### src/rtl/core/slbm_pkg.sv
// shared types and codes of the serial loaded bank mapper
package slbm_pkg;

  typedef enum logic [2:0] {
    TGT_PRG_ROM = 3'd0,
    TGT_PRG_RAM = 3'd1,
    TGT_CHR_ROM = 3'd2,
    TGT_CHR_RAM = 3'd3,
    TGT_NONE    = 3'd4
  } target_e;

  localparam logic [1:0] OP_CPU_WRITE = 2'd0;
  localparam logic [1:0] OP_CPU_READ  = 2'd1;
  localparam logic [1:0] OP_PPU_READ  = 2'd2;

  // internal register picked by address bits 14-13
  localparam logic [1:0] SEL_CONTROL = 2'd0;
  localparam logic [1:0] SEL_CHR0    = 2'd1;
  localparam logic [1:0] SEL_CHR1    = 2'd2;
  localparam logic [1:0] SEL_PRG     = 2'd3;

  // prg modes that pin one 16K window, the 32K modes sit below them
  localparam logic [1:0] PRG_MODE_FIX_FIRST = 2'd2;
  localparam logic [1:0] PRG_MODE_FIX_LAST  = 2'd3;

  // configuration register indexes
  localparam logic [1:0] CFG_PRG_LOG2    = 2'd0;
  localparam logic [1:0] CFG_CHR_ROM     = 2'd1;
  localparam logic [1:0] CFG_PRG_RAM     = 2'd2;

  localparam int unsigned CFG_DATA_W  = 3;
  localparam int unsigned OFFSET_W    = 18;
  localparam logic [2:0]  PRG_LOG2_MAX = 3'd4;
  localparam logic [2:0]  PRG_LOG2_RST = 3'd3;

  // bank wrap mask for a log2 bank count, saturating at sixteen banks
  function automatic logic [4:0] prg_mask(input logic [2:0] lg);
    logic [2:0] sat;
    sat = (lg > PRG_LOG2_MAX) ? PRG_LOG2_MAX : lg;
    return ~(5'h1F << sat);
  endfunction

endpackage

### src/rtl/core/serial_loaded_bank_mapper_core.sv
// top level of the serial loaded bank mapper
// Serially loaded cartridge bank mapper. Each request is either a CPU write
// (bit 0 of the data shifts into a 5-bit serial register, bit 7 clears it,
// the fifth bit loads control, CHR bank 0, CHR bank 1 or PRG bank chosen by
// address bits 14-13) or a CPU/PPU read to translate into a PRG ROM, PRG RAM,
// CHR ROM or CHR RAM offset. Every request gives exactly one result, in the
// cycle after it is accepted, carrying the mirroring and work RAM enable as
// they stand after that request. One request is taken every cycle: the bank
// state is a handful of flops and translation is a mux and a concatenation in
// front of the result register. A new request is held off only while the
// result register is full and the consumer stalls. No clearing pass is needed
// after reset. Only the user keeps configuration writes on cfg_we_i to idle.
module serial_loaded_bank_mapper_core
  import slbm_pkg::*;
(
  input  logic                  clk_i,
  input  logic                  rst_ni,

  input  logic                  cfg_we_i,
  input  logic [1:0]            cfg_idx_i,
  input  logic [CFG_DATA_W-1:0] cfg_data_i,

  input  logic                  in_valid_i,
  output logic                  in_stall_o,
  input  logic [1:0]            opcode_i,
  input  logic [15:0]           address_i,
  input  logic [7:0]            write_data_i,

  output logic                  out_valid_o,
  input  logic                  out_stall_i,
  output logic [2:0]            target_o,
  output logic [OFFSET_W-1:0]   offset_o,
  output logic [1:0]            mirroring_o,
  output logic                  prg_ram_on_o
);

  // cartridge description
  logic [2:0] prg_log2_q, prg_log2_d;
  logic       chr_rom_q, chr_rom_d;
  logic       prg_ram_present_q, prg_ram_present_d;

  // mapper state
  logic [4:0] shift_value_q, shift_value_d;
  logic [2:0] shift_count_q, shift_count_d;
  logic [1:0] mirror_q, mirror_d;
  logic [1:0] prg_mode_q, prg_mode_d;
  logic       chr_8k_q, chr_8k_d;
  logic [4:0] prg_low_q, prg_low_d;
  logic [4:0] prg_high_q, prg_high_d;
  logic [4:0] chr_low_q, chr_low_d;
  logic [4:0] chr_high_q, chr_high_d;
  logic       wram_q, wram_d, wram_step;

  // result register
  logic                out_valid_q;
  target_e             target_q, target_d;
  logic [OFFSET_W-1:0] offset_q, offset_d;
  logic [1:0]          mirroring_q;
  logic                prg_ram_on_q;

  logic       in_accept;
  logic       is_serial;
  logic [4:0] shift_next;
  logic [2:0] count_next;
  logic [4:0] prg_bank;
  logic [4:0] chr_bank;
  target_e    cpu_tgt, ppu_tgt;
  logic [OFFSET_W-1:0] cpu_off, ppu_off;

  // only a full, stalled result register blocks a new request
  assign in_stall_o = out_valid_q && out_stall_i;
  assign in_accept  = in_valid_i && !in_stall_o;
  assign is_serial  = (opcode_i == OP_CPU_WRITE) && address_i[15];

  assign shift_next = {write_data_i[0], shift_value_q[4:1]};
  assign count_next = shift_count_q + 3'd1;

  // state update from the serial port, then configuration writes on top
  always_comb begin
    shift_value_d = shift_value_q;
    shift_count_d = shift_count_q;
    mirror_d      = mirror_q;
    prg_mode_d    = prg_mode_q;
    chr_8k_d      = chr_8k_q;
    prg_low_d     = prg_low_q;
    prg_high_d    = prg_high_q;
    chr_low_d     = chr_low_q;
    chr_high_d    = chr_high_q;
    wram_step     = wram_q;

    if (in_accept && is_serial) begin
      if (write_data_i[7]) begin
        // serial reset also forces the fixed-last-bank prg mode
        shift_value_d = 5'd0;
        shift_count_d = 3'd0;
        prg_mode_d    = PRG_MODE_FIX_LAST;
      end else if (count_next >= 3'd5) begin
        shift_value_d = 5'd0;
        shift_count_d = 3'd0;
        case (address_i[14:13])
          SEL_CONTROL: begin
            mirror_d   = shift_next[1:0];
            prg_mode_d = shift_next[3:2];
            chr_8k_d   = !shift_next[4];
          end
          SEL_CHR0: begin
            if (chr_8k_q) begin
              // 8k mode drops the low bit and sets both halves
              chr_low_d  = {shift_next[4:1], 1'b0};
              chr_high_d = {shift_next[4:1], 1'b1};
            end else begin
              chr_low_d = shift_next;
            end
          end
          SEL_CHR1: begin
            if (!chr_8k_q) begin
              chr_high_d = shift_next;
            end
          end
          SEL_PRG: begin
            if (prg_mode_q < PRG_MODE_FIX_FIRST) begin
              prg_low_d  = {1'b0, shift_next[3:1], 1'b0};
              prg_high_d = {1'b0, shift_next[3:1], 1'b1};
            end else begin
              prg_low_d  = {1'b0, shift_next[3:0]};
              prg_high_d = {1'b0, shift_next[3:0]};
            end
            wram_step = !shift_next[4];
          end
          default: begin
            wram_step = wram_q;
          end
        endcase
      end else begin
        shift_value_d = shift_next;
        shift_count_d = count_next;
      end
    end

    prg_log2_d        = prg_log2_q;
    chr_rom_d         = chr_rom_q;
    prg_ram_present_d = prg_ram_present_q;
    wram_d            = wram_step;
    if (cfg_we_i) begin
      case (cfg_idx_i)
        CFG_PRG_LOG2: begin
          // new bank count also reloads the upper prg bank to the last one
          prg_log2_d = cfg_data_i[2:0];
          prg_high_d = prg_mask(cfg_data_i[2:0]);
        end
        CFG_CHR_ROM: begin
          chr_rom_d = cfg_data_i[0];
        end
        CFG_PRG_RAM: begin
          prg_ram_present_d = cfg_data_i[0];
          wram_d            = cfg_data_i[0];
        end
        default: begin
          prg_log2_d = prg_log2_q;
        end
      endcase
    end
  end

  // cpu side translation from the current bank state
  always_comb begin
    if (!address_i[14]) begin
      prg_bank = (prg_mode_q == PRG_MODE_FIX_FIRST) ? 5'd0 : prg_low_q;
    end else begin
      prg_bank = (prg_mode_q == PRG_MODE_FIX_LAST) ? 5'h1F : prg_high_q;
    end
    prg_bank = prg_bank & prg_mask(prg_log2_q);

    if (address_i[15]) begin
      cpu_tgt = TGT_PRG_ROM;
      cpu_off = {prg_bank[3:0], address_i[13:0]};
    end else if ((address_i inside {[16'h6000:16'h7FFF]}) && wram_q) begin
      cpu_tgt = TGT_PRG_RAM;
      cpu_off = {5'd0, address_i[12:0]};
    end else begin
      cpu_tgt = TGT_NONE;
      cpu_off = '0;
    end
  end

  // ppu side translation: two 4k chr banks or flat 8k ram
  always_comb begin
    chr_bank = address_i[12] ? chr_high_q : chr_low_q;
    if (address_i[15:13] != 3'd0) begin
      ppu_tgt = TGT_NONE;
      ppu_off = '0;
    end else if (chr_rom_q) begin
      ppu_tgt = TGT_CHR_ROM;
      ppu_off = {1'b0, chr_bank, address_i[11:0]};
    end else begin
      ppu_tgt = TGT_CHR_RAM;
      ppu_off = {5'd0, address_i[12:0]};
    end
  end

  // result select; serial writes and the unused opcode report none
  always_comb begin
    case (opcode_i)
      OP_CPU_WRITE: begin
        target_d = address_i[15] ? TGT_NONE : cpu_tgt;
        offset_d = address_i[15] ? '0 : cpu_off;
      end
      OP_CPU_READ: begin
        target_d = cpu_tgt;
        offset_d = cpu_off;
      end
      OP_PPU_READ: begin
        target_d = ppu_tgt;
        offset_d = ppu_off;
      end
      default: begin
        target_d = TGT_NONE;
        offset_d = '0;
      end
    endcase
  end

  always_ff @(posedge clk_i or negedge rst_ni) begin
    if (!rst_ni) begin
      prg_log2_q        <= PRG_LOG2_RST;
      chr_rom_q         <= 1'b1;
      prg_ram_present_q <= 1'b1;
      shift_value_q     <= 5'd0;
      shift_count_q     <= 3'd0;
      mirror_q          <= 2'd0;
      prg_mode_q        <= PRG_MODE_FIX_LAST;
      chr_8k_q          <= 1'b1;
      prg_low_q         <= 5'd0;
      prg_high_q        <= prg_mask(PRG_LOG2_RST);
      chr_low_q         <= 5'd0;
      chr_high_q        <= 5'd1;
      wram_q            <= 1'b1;
      out_valid_q       <= 1'b0;
    end else begin
      prg_log2_q        <= prg_log2_d;
      chr_rom_q         <= chr_rom_d;
      prg_ram_present_q <= prg_ram_present_d;
      shift_value_q     <= shift_value_d;
      shift_count_q     <= shift_count_d;
      mirror_q          <= mirror_d;
      prg_mode_q        <= prg_mode_d;
      chr_8k_q          <= chr_8k_d;
      prg_low_q         <= prg_low_d;
      prg_high_q        <= prg_high_d;
      chr_low_q         <= chr_low_d;
      chr_high_q        <= chr_high_d;
      wram_q            <= wram_d;
      if (in_accept) begin
        out_valid_q <= 1'b1;
      end else if (!out_stall_i) begin
        out_valid_q <= 1'b0;
      end
    end
  end

  // result payload, loaded only on an accepted request
  always_ff @(posedge clk_i) begin
    if (in_accept) begin
      target_q     <= target_d;
      offset_q     <= offset_d;
      mirroring_q  <= mirror_d;
      prg_ram_on_q <= wram_step;
    end
  end

  assign out_valid_o  = out_valid_q;
  assign target_o     = target_q;
  assign offset_o     = offset_q;
  assign mirroring_o  = mirroring_q;
  assign prg_ram_on_o = prg_ram_on_q;

endmodule

### config.mk
export PLATFORM = sky130hd
export DESIGN_NAME = serial_loaded_bank_mapper_core
export DESIGN_NICKNAME = d
export VERILOG_FILES = /design/src/rtl/core/slbm_pkg.sv /design/src/rtl/core/serial_loaded_bank_mapper_core.sv
export SDC_FILE = /design/constraint.sdc
export NUM_CORES = 1
export LEC_CHECK = 0
export BUFFER_PORTS_ARGS = -buffer_cell sky130_fd_sc_hd__buf_2
export CAP_MARGIN = 20
export CORE_MARGIN = 10
export CORE_UTILIZATION = 30
export DETAILED_ROUTE_END_ITERATION = 16
export PLACE_DENSITY = 0.59
export SETUP_SLACK_MARGIN = 0.3
export SLEW_MARGIN = 40
export SYNTH_ARGS = -nofsm -noshare
export SYNTH_HDL_FRONTEND = slang
export SYNTH_SLANG_ARGS = --single-unit
export TNS_END_PERCENT = 10
### constraint.sdc
create_clock -name clk_i -period 5.79 [get_ports clk_i]
set_input_delay 1.737 -clock clk_i [delete_from_list [all_inputs] [get_ports clk_i]]
set_output_delay 1.737 -clock clk_i [all_outputs]
set_load 0.02 [all_outputs]
==> results of run 1 <==
## layer usage
metal	vias to the layer above	routed length [um]	global-route usage
li1	961	-	-
met1	975	2960	0.121
met2	68	2910	0.152
met3	11	533	0.0334
met4	0	128	0.0500
met5	-	0	0
## metrics by stage
stage | hold WS [ps] | util
finish | 471 | 0.368
global route | 502 | 0.368
CTS | 468 | 0.367
detailed placement | 463 | 0.346
global placement | 457 | 0.346
floorplan | 447 | -
## state kept, by name, summed over array words and instances, names as in the netlist
name / count
offset_o: 18
chr_high_q: 5
chr_low_q: 5
prg_high_q: 4
prg_low_q: 4
shift_value_q: 4
prg_log2_q: 3
shift_count_q: 3
target_o: 3
mirror_q: 2
mirroring_o: 2
prg_mode_q: 2
chr_8k_q: 1
chr_rom_q: 1
out_valid_o: 1
prg_ram_on_o: 1
wram_q: 1
## cells by family (layout without fill, tap and decap cells)
| family | Yosys count | in the layout | synth area share |
|---|---|---|---|
| mux | 19 | 19 | 0.0785 |
| simple gates | 80 | 80 | 0.166 |
| compound gates | 46 | 46 | 0.116 |
| xor+xnor | 2 | 2 | 0.00902 |
| fa+ha+maj | 2 | 2 | 0.00902 |
| flops | 60 | 60 | 0.590 |
| buf+inv | 22 | 84 | 0.0316 |
## worst max-delay path, delay by kind of cell
kind | cells | cell delay, ps
buffers and inverters | 2 | 270
AND/OR/NAND/NOR | 1 | 150
## final cells by class
cell class,instances,area (um^2),share of cell area
clock inverter,5,51.3,0.0153
tap,111,139,0.0414
multi-input combinational,149,1050,0.314
clock buffer,11,141,0.0422
sequential,60,1640,0.488
timing repair buffer,56,285,0.0851
inverter,12,45.0,0.0134
## layout by cell type (no fill, tap or decap), types with 4 or more instances in the layout
cell,n
mux2_2,10
a22o_1,4
nor2b_1,14
mux2i_1,6
a21oi_1,7
buf_2,54
clkbuf_8,10
nand2_1,20
o31ai_1,6
a31oi_1,6
dfrtp_1,25
nor3_1,7
o21ai_0,9
nor2_1,10
edfxtp_1,24
inv_1,12
dfstp_2,11
## power by group
part           total (mW)  switching [mW]  internal, mW
Combinational       0.140          0.0861        0.0543
Sequential          0.512          0.0269         0.485
Clock               0.371           0.163         0.207
## worst min path at each step
| stage | startpoint | to | slack (ps) | cells after the start |
|---|---|---|---|---|
| global route | prg_log2_q[0] | prg_log2_q[0] | 500 | 2 |
| CTS | prg_log2_q[0] | prg_log2_q[0] | 470 | 2 |
| floorplan | prg_log2_q[0] | prg_log2_q[0] | 450 | 2 |
| finish | prg_log2_q[0] | prg_log2_q[0] | 470 | 2 |
| detailed placement | prg_log2_q[0] | prg_log2_q[0] | 460 | 2 |
| global placement | prg_log2_q[0] | prg_log2_q[0] | 460 | 2 |
==> results by group, run 1 <==
Finish
  – Ratio of cells with drive above 1 in the final layout: 0.355
  – Non-filler cells, final: 404
  – Fill cells: 909
  – Final Cell Area: 3350 um^2
  – Fin nets: 326
  – Antenna diode count: 0
  – Layout area overhead: 20.8%

Floorplan
  – Initial Util: 0.305
  – Chip width: 116 um
  – Core area: 9110 um^2
  – Die area: 13,500 um^2
  – Chip height: 116 um
  – IO Count: 62
  – Core Rows: 35

Timing
  – Clk_skew: 7.19 ps
  – Final Cycle Share: 0.674
  – Pin slew with the least headroom to its limit: 621 ps
  – Setup TNS: 0 ps
  – Final Max Slew Viols: 0
  – Final Setup Violations: 0
  – Worst slew margin: 0.582
  – Final worst slack: 1890 ps
  – Hold Fails Final Rpt: 0
  – Max Clock Freq: 0.256 GHz
  – Minimum clock period: 3900 ps
  – Unrepaired setup endpoints after global routing: false

Placed design
  – GPL Wtd Cong: 0.809
  – Number of I/O port buffers: 55
  – DP Cell Count: 388
  – Setup WS pre-CTS: 1890 ps
  – Placed Area: 3150 um^2
  – DP Wirelength: 4850 um

Routing
  – DRC: 0
  – Post-DR wirelength/cell: 16.2 um
  – Initial DRC Count: 115
  – ANT nets after route: 0
  – First-pass DRT Iterations: 4
  – Drt total wl: 6530 um
  – Via Count: 2,015
  – Vias per inst: 4.99

Yosys
  – Most common cell in the netlist: dfrtp_1
  – EDFF count, synth: 24
  – Synth cell types: 51
  – Async S/R FF share, synth: 0.600
  – Post-synth top area share: 0.260
  – Gate Count Post-Synth: 231
  – Synth area leaders: edfxtp_1 (26%), dfrtp_1 (23%), dfstp_2 (10%), mux2_2 (4.1%), nor2b_1 (3.2%)
  – Register area share after synthesis: 0.590
  – Yosys warnings: 0
  – Syn Area/Cell: 12.0 um^2
  – Synth Register Bits: 60
  – Synth Net Count: 269
  – Commonest cells post-synth: dfrtp_1 (25), edfxtp_1 (24), nand2_1 (20)
  – Post-synth top flop: dfrtp_1
  – Mapped cell area: 2770 um^2
  – Yosys top cell by area: edfxtp_1

CTS
  – Post-CTS resize count: 0
  – CTS root buffer: clkbuf_8
  – # Post-CTS Setup Buffers: 0
  – Total CTS buffers: 9
  – CTS Hold Bufs: 0
  – Clk sinks: 60
  – Worst skew pair latency: 340 ps
  – CTS tree: built
  – CTS max path bufs: 2
  – H-tree levels: 3
  – Clock-pin slew on the worst setup and hold paths: 60 ps

Power
  – Worst vdd ir: 0.0889 mV
  – Pleak: 1.44 nW
  – Power Dens Cells: 305 nW/um^2
  – Total power: 1.02 mW

Run status
  – Status: complete, no violations

Worst setup path
  – Slowest cell on the critical path: and2_1
  – Worst EP required: 4050 ps
  – Worst setup startpoint: out_stall_i
  – Reg-to-reg setup timing slack: 3500 ps
  – Crit path max fanout: 2
  – WP data arrival: 2160 ps
  – Crit. End Element: output port
  – Critical Path Sink: in_stall_o
  – Reg2reg path depth: 5
  – Max incr delay on CP: 150 ps
  – FF-to-FF Start: out_valid_o
  – Worst Setup Start Kind: input pin
  – Critical path cell sequence: buf_2, and2_1, buf_2
  – Crit-path most repeated cell: buf_2
  – Critical path type: in -> out
  – R2R Path End: mirroring_o[1]

Global route
  – Vias in the first global route: 2,049
  – Initial antenna violation count: 0
  – Largest net degree at the start of global routing: 37
  – First-pass GRT wire length: 10,400 um
  – GRT Util Overall: 0.0990
  – Total gr overflow: 0

Run
  – Max Cap Viol: 0

Min path
  – Tightest Hold Check Type: reg -> reg
Power figures use the tool's default switching activity.
==> run 2, diff against run 1 <==
- ABC_AREA: unset -> 1
- PLACE_DENSITY: 0.59 -> 0.61
- clock period: 5.79 -> 3.45 ns (I/O delays scaled with it)
==> run 2 against run 1 <==
Net effect:
- die area is 1.7% lower
- first-iteration DRC count is 43% higher
- critical path type unchanged
- sequential power increased by 75%
- wire length shrank 4.7%
- worst hold slack gained 8.0 ps
- sequential share of layout area stayed put
- clock skew is 4.6 ps higher
- cell area is the same
- critical path depth increased by 1
==> results by group, run 2 <==
Run status
  – Status: complete, no violations

Yosys
  – Adder-cell area share of the yosys netlist: 0.00921
  – Combinational family with the most area after synthesis: simple AND/OR/NAND/NOR gates
  – Commonest cells post-synth: nand2_1 (57), inv_1 (51), o21ai_0 (38)
  – Synth cell types: 30
  – Synth Area in Compound Gates: 0.0917
  – Post-synthesis mux area share: 0.0147
  – EDFF count, synth: 24
  – Simple-gate share of the synthesized area: 0.199
  – Post-synth top area share: 0.265
  – Synth area leaders: edfxtp_1 (27%), dfrtp_1 (23%), dfstp_2 (11%), nand2_1 (7.9%), inv_1 (7.0%)
  – Async S/R FF share, synth: 0.600
  – Mapped cell area: 2720 um^2
  – Post-synth top flop: dfrtp_1
  – Synth Register Bits: 60
  – Post-synthesis xor/xnor area fraction: 0
  – Register area share after synthesis: 0.602
  – Synth Net Count: 331
  – Yosys warnings: 0
  – Gate Count Post-Synth: 293
  – Syn Area/Cell: 9.27 um^2
  – Yosys top cell by area: edfxtp_1
  – Most common cell in the netlist: nand2_1

Power
  – Power Dens Cells: 581 nW/um^2
  – Total power: 1.95 mW
  – Worst vdd ir: 0.214 mV
  – Pleak: 1.64 nW

CTS
  – Total CTS buffers: 9
  – CTS Hold Bufs: 0
  – CTS tree: built
  – Clock-pin slew on the worst setup and hold paths: 60 ps
  – Clk sinks: 60
  – CTS root buffer: clkbuf_8
  – Post-CTS resize count: 0
  – CTS max path bufs: 2
  – Worst skew pair latency: 350 ps
  – H-tree levels: 3
  – # Post-CTS Setup Buffers: 0

Global route
  – Total gr overflow: 0
  – Vias in the first global route: 2,162
  – GRT Util Overall: 0.0959
  – Largest net degree at the start of global routing: 37
  – First-pass GRT wire length: 10,100 um
  – Initial antenna violation count: 0

Run
  – Max Cap Viol: 0

Floorplan
  – Initial Util: 0.310
  – Chip height: 115 um
  – Core area: 8760 um^2
  – Core Rows: 34
  – Die area: 13,300 um^2
  – Chip width: 115 um
  – IO Count: 62

Timing
  – Final Max Slew Viols: 0
  – Setup TNS: 0 ps
  – Pin slew with the least headroom to its limit: 541 ps
  – Hold Fails Final Rpt: 0
  – Minimum clock period: 2450 ps
  – Clk_skew: 11.8 ps
  – Final worst slack: 996 ps
  – Final Cycle Share: 0.711
  – Worst slew margin: 0.638
  – Final Setup Violations: 0
  – Unrepaired setup endpoints after global routing: false
  – Max Clock Freq: 0.408 GHz

Worst setup path
  – Crit-path most repeated cell: buf_2
  – Worst EP required: 2410 ps
  – Critical path cell sequence: buf_2, nand2_1, inv_1, buf_2
  – Worst Setup Start Kind: input pin
  – Crit path max fanout: 3
  – WP data arrival: 1420 ps
  – Max incr delay on CP: 150 ps
  – Slowest cell on the critical path: buf_2
  – Reg2reg path depth: 9
  – Critical path type: in -> out
  – R2R Path End: mirroring_o[0]
  – Crit. End Element: output port
  – Reg-to-reg setup timing slack: 1520 ps
  – FF-to-FF Start: shift_count_q[0]

Routing
  – Post-DR wirelength/cell: 13.3 um
  – Drt total wl: 6230 um
  – First-pass DRT Iterations: 6
  – ANT nets after route: 0
  – Initial DRC Count: 164
  – Via Count: 2,118
  – DRC: 0
  – Vias per inst: 4.52

Finish
  – Most frequent cells in the layout: nand2_1 (57), buf_2 (54), inv_1 (51)
  – Utilization after layout: 0.382
  – Fin nets: 394
  – Ratio of cells with drive above 1 in the final layout: 0.249
  – Multi-input gate area: 856 um^2
  – Non-filler cells, final: 469
  – Fill cells: 876
  – Layout area overhead: 23.4%
  – FF+latch area: 1640 um^2
  – Antenna diode count: 0
  – Commonest non-fill, non-tap cell in the layout: nand2_1
  – Number of flip-flops in the largest register: 18

Min path
  – Tightest Hold Check Type: reg -> reg
  – Hold path depth: 2
  – Hold wc startpoint: prg_mode_q[0]
  – Endpoint, Worst Hold: prg_mode_q[0]

Placed design
  – GPL Wtd Cong: 0.819
  – Setup WS pre-CTS: 775 ps
  – DP Cell Count: 453
  – DP Wirelength: 4700 um
  – Number of I/O port buffers: 55
run 2: changes by cell type after synthesis, moves of 10 or more:
cell,delta
nor2b_1,-14
o21ai_0,+29
nor2_1,+22
nand3_1,+19
mux2_2,-10
inv_1,+39
nand2_1,+37
run 2: cells by family (layout without fill, tap and decap cells):
| kind of cell | Yosys count | after routing |
|---|---|---|
| simple gates | 123 | 123 |
| flops | 60 | 60 |
| buf+inv | 57 | 125 |
| compound gates | 47 | 47 |
| mux | 4 | 4 |
| fa+ha+maj | 2 | 2 |
run 2: worst max-delay path: cells and delay by family:
kind                   cells  cell delay [ps]
buffers and inverters      3              280
AND/OR/NAND/NOR            1              100
run 2: how the worst max path moves through the flow:
stage               depth (start not counted)   startpoint  slack [ps]              to
floorplan                                   2  out_stall_i        1150      in_stall_o
global placement                            7  out_stall_i         810  mirroring_o[0]
detailed placement                          7  out_stall_i         780  mirroring_o[0]
CTS                                         4  out_stall_i         990      in_stall_o
global route                                4  out_stall_i         950      in_stall_o
finish                                      4  out_stall_i        1000      in_stall_o
run 2: layout make-up:
class | instances | share of cell area
Inverter | 53 | 0.0594
Clock inverter | 5 | 0.0295
Timing Repair Buffer | 56 | 0.0851
Sequential cell | 60 | 0.488
Clock buffer | 11 | 0.0422
Tap cell | 108 | 0.0403
Multi-Input combinational cell | 176 | 0.255
run 2: power breakdown:
group	internal, mW	switching (mW)	leakage (nW)	total [mW]
combinational	0.0919	0.192	0.855	0.284
sequential	0.848	0.0485	0.669	0.897
clock	0.496	0.272	0.121	0.768
total	1.44	0.512	1.64	1.95
run 2: through the flow:
stage	hold slack, ps	cell area, um^2
finish	479	3350
global route	504	3350
CTS	486	3350
detailed placement	473	3110
global placement	466	3110
floorplan	452	2720
run 2: layer usage:
metal / global-route usage / vias to the layer above / part of all wire
met5: 0 / - / 0
met4: 0.0462 / 0 / 0.019
met3: 0.0349 / 10 / 0.077
met2: 0.154 / 55 / 0.46
met1: 0.111 / 977 / 0.45
li1: - / 1076 / -
==> run 3, diff against run 2 <==
- clock period: 3.45 -> 2.2 ns (I/O delays scaled with it)
==> run 3 against run 2 <==
Net effect:
- non-clock buffer count increased by 5
- sequential share of layout area is 0.11 points lower
- worst setup slack got worse by 570 ps
- worst hold slack got worse by 220 ps
- cell area grew 0.22%
- total power increased by 43%
- die area unchanged
- core utilization grew 0.086 points
- register-to-register slack got worse by 1100 ps
- cell count increased by 1.1%
- first-iteration DRC count down 22%
- largest cell class unchanged
- highest routed layer unchanged
==> results by group, run 3 (synthesis gave the netlist of run 2 again) <==
Run status
  – Status: complete, no violations

Global route
  – GRT Util Overall: 0.0989
  – First-pass GRT wire length: 10,500 um
  – GRT met3 Usage: 0.0375
  – Vias in the first global route: 2,234
  – Met2 Usage GRT: 0.163
  – Total gr overflow: 0
  – Initial antenna violation count: 0
  – Grt peak-use layer: met2
  – M1 GR Usage: 0.112
  – Largest net degree at the start of global routing: 23

Routing
  – Via Count: 2,086
  – Vias per inst: 4.40
  – DRC: 0
  – Drt total wl: 6310 um
  – ANT nets after route: 0
  – Initial DRC Count: 128
  – First-pass DRT Iterations: 4
  – Post-DR wirelength/cell: 13.3 um

Timing
  – Final Setup Violations: 0
  – Hold Slack: 259 ps
  – Unrepaired setup endpoints after global routing: true
  – Final Max Slew Viols: 0
  – Worst slew margin: 0.711
  – Setup TNS: 0 ps
  – Final Cycle Share: 0.808
  – Hold Fails Final Rpt: 0
  – Max Clock Freq: 0.563 GHz
  – Minimum clock period: 1780 ps
  – Pin slew with the least headroom to its limit: 434 ps
  – Clk_skew: 8.14 ps

Finish
  – Most frequent cells in the layout: nand2_1 (55), buf_2 (55), inv_1 (51)
  – Layout area overhead: 23.6%
  – Antenna diode count: 0
  – Ratio of cells with drive above 1 in the final layout: 0.265
  – Number of flip-flops in the largest register: 18
  – FF+latch area: 1640 um^2
  – Fill cells: 881
  – Non-filler cells, final: 474
  – Multi-input gate area: 861 um^2
  – Fin nets: 399

CTS
  – CTS max path bufs: 2
  – Clock-pin slew on the worst setup and hold paths: 70 ps
  – Post-CTS resize count: 0
  – CTS Hold Bufs: 0
  – # Post-CTS Setup Buffers: 0
  – Worst skew pair latency: 340 ps
  – H-tree levels: 3
  – Total CTS buffers: 9
  – CTS tree: built
  – Clk sinks: 60
  – CTS root buffer: clkbuf_8

Worst setup path
  – Worst Setup Start Kind: flip-flop
  – Critical path cell sequence: inv_1, ha_1, inv_1, nand3_1, nand2_1, nor2_1, nand2_2, nand2_1, o21ai_0
  – Max incr delay on CP: 380 ps
  – Slowest cell on the critical path: dfrtp_1
  – Critical path type: reg -> reg
  – Largest delay contributor family on the critical path: simple AND/OR/NAND/NOR gates
  – WP buf/inv: 2
  – Crit. End Element: flip-flop
  – Crit path max fanout: 8
  – WP data arrival: 1850 ps
  – Worst EP required: 2270 ps

Run
  – Max Cap Viol: 0

Placed design
  – DP Wirelength: 4900 um
  – GPL Wtd Cong: 0.846
  – Number of I/O port buffers: 55
  – DP Cell Count: 458

Power
  – Pleak: 1.66 nW
  – Worst vdd ir: 0.295 mV
  – Power Dens Cells: 828 nW/um^2

Floorplan
  – Chip width: 115 um
  – Die area: 13,300 um^2
  – Core area: 8760 um^2
  – Core Rows: 34
  – Initial Util: 0.310
  – IO Count: 62
  – Chip height: 115 um

Min path
  – Tightest Hold Check Type: in -> async
run 3: changes by cell type in the layout (fill, tap and decap cells not counted):
cell / previous run / this run
clkinv_2: 1 / 2
clkbuf_1: 1 / 2
bufinv_16: 3 / 0
nand2_2: 1 / 3
buf_4: 2 / 4
buf_2: 54 / 55
clkbuf_8: 10 / 12
buf_12: 0 / 2
clkinv_1: 1 / 0
o21ai_1: 0 / 1
o21ai_0: 38 / 37
nand2_1: 57 / 55
run 3: worst paths after layout:
path	from	end	slack, ps	cells after the start
setup / recovery	shift_count_q[0]	mirroring_o[1]	420	9
hold / removal	rst_ni	chr_high_q[2]	260	1
setup reg to reg	shift_count_q[0]	mirroring_o[1]	420	9
hold reg to reg	prg_mode_q[0]	prg_mode_q[0]	480	2
max in group asynchronous	rst_ni	chr_rom_q	1410	2
min in group clk_i	prg_mode_q[0]	prg_mode_q[0]	480	2
run 3: where the power goes:
group	leakage, nW	total, mW	switching [mW]	internal, mW
registers	0.669	1.41	0.0767	1.33
clock network	0.0965	0.903	0.405	0.498
logic	0.890	0.469	0.307	0.162
run 3: worst reg2reg max path, cell delays in order, from the launching register on:
cell	delay (ps)
dfrtp_1	380
inv_1	80
ha_1	300
inv_1	40
nand3_1	70
nand2_1	140
nor2_1	180
nand2_2	140
nand2_1	80
o21ai_0	90
run 3: metrics by stage:
step                      area (um^2)  setup slack, ps  power (mW)  utilization
after floorplan                  2720              436        1.71            -
after global placement           3170              259        1.88        0.362
after detailed placement         3170              233        1.90        0.362
after CTS                        3350              339        2.81        0.383
after global routing             3360              293        2.94        0.383
final                            3360              423        2.78        0.383
run 3: layer usage:
metal	vias to the layer above	part of all wire
met5	-	0
met4	0	0.017
met3	9	0.084
met2	58	0.46
met1	936	0.44
li1	1083	-
run 3: cell type report:
| type | instances | share of cell area |
|---|---|---|
| Sequential cell | 60 | 0.487 |
| Multi-Input combinational cell | 176 | 0.256 |
| Timing Repair Buffer | 61 | 0.103 |
| Inverter | 53 | 0.0592 |
| Clock buffer | 14 | 0.0514 |
| Tap cell | 108 | 0.0402 |
| Clock inverter | 2 | 0.00298 |
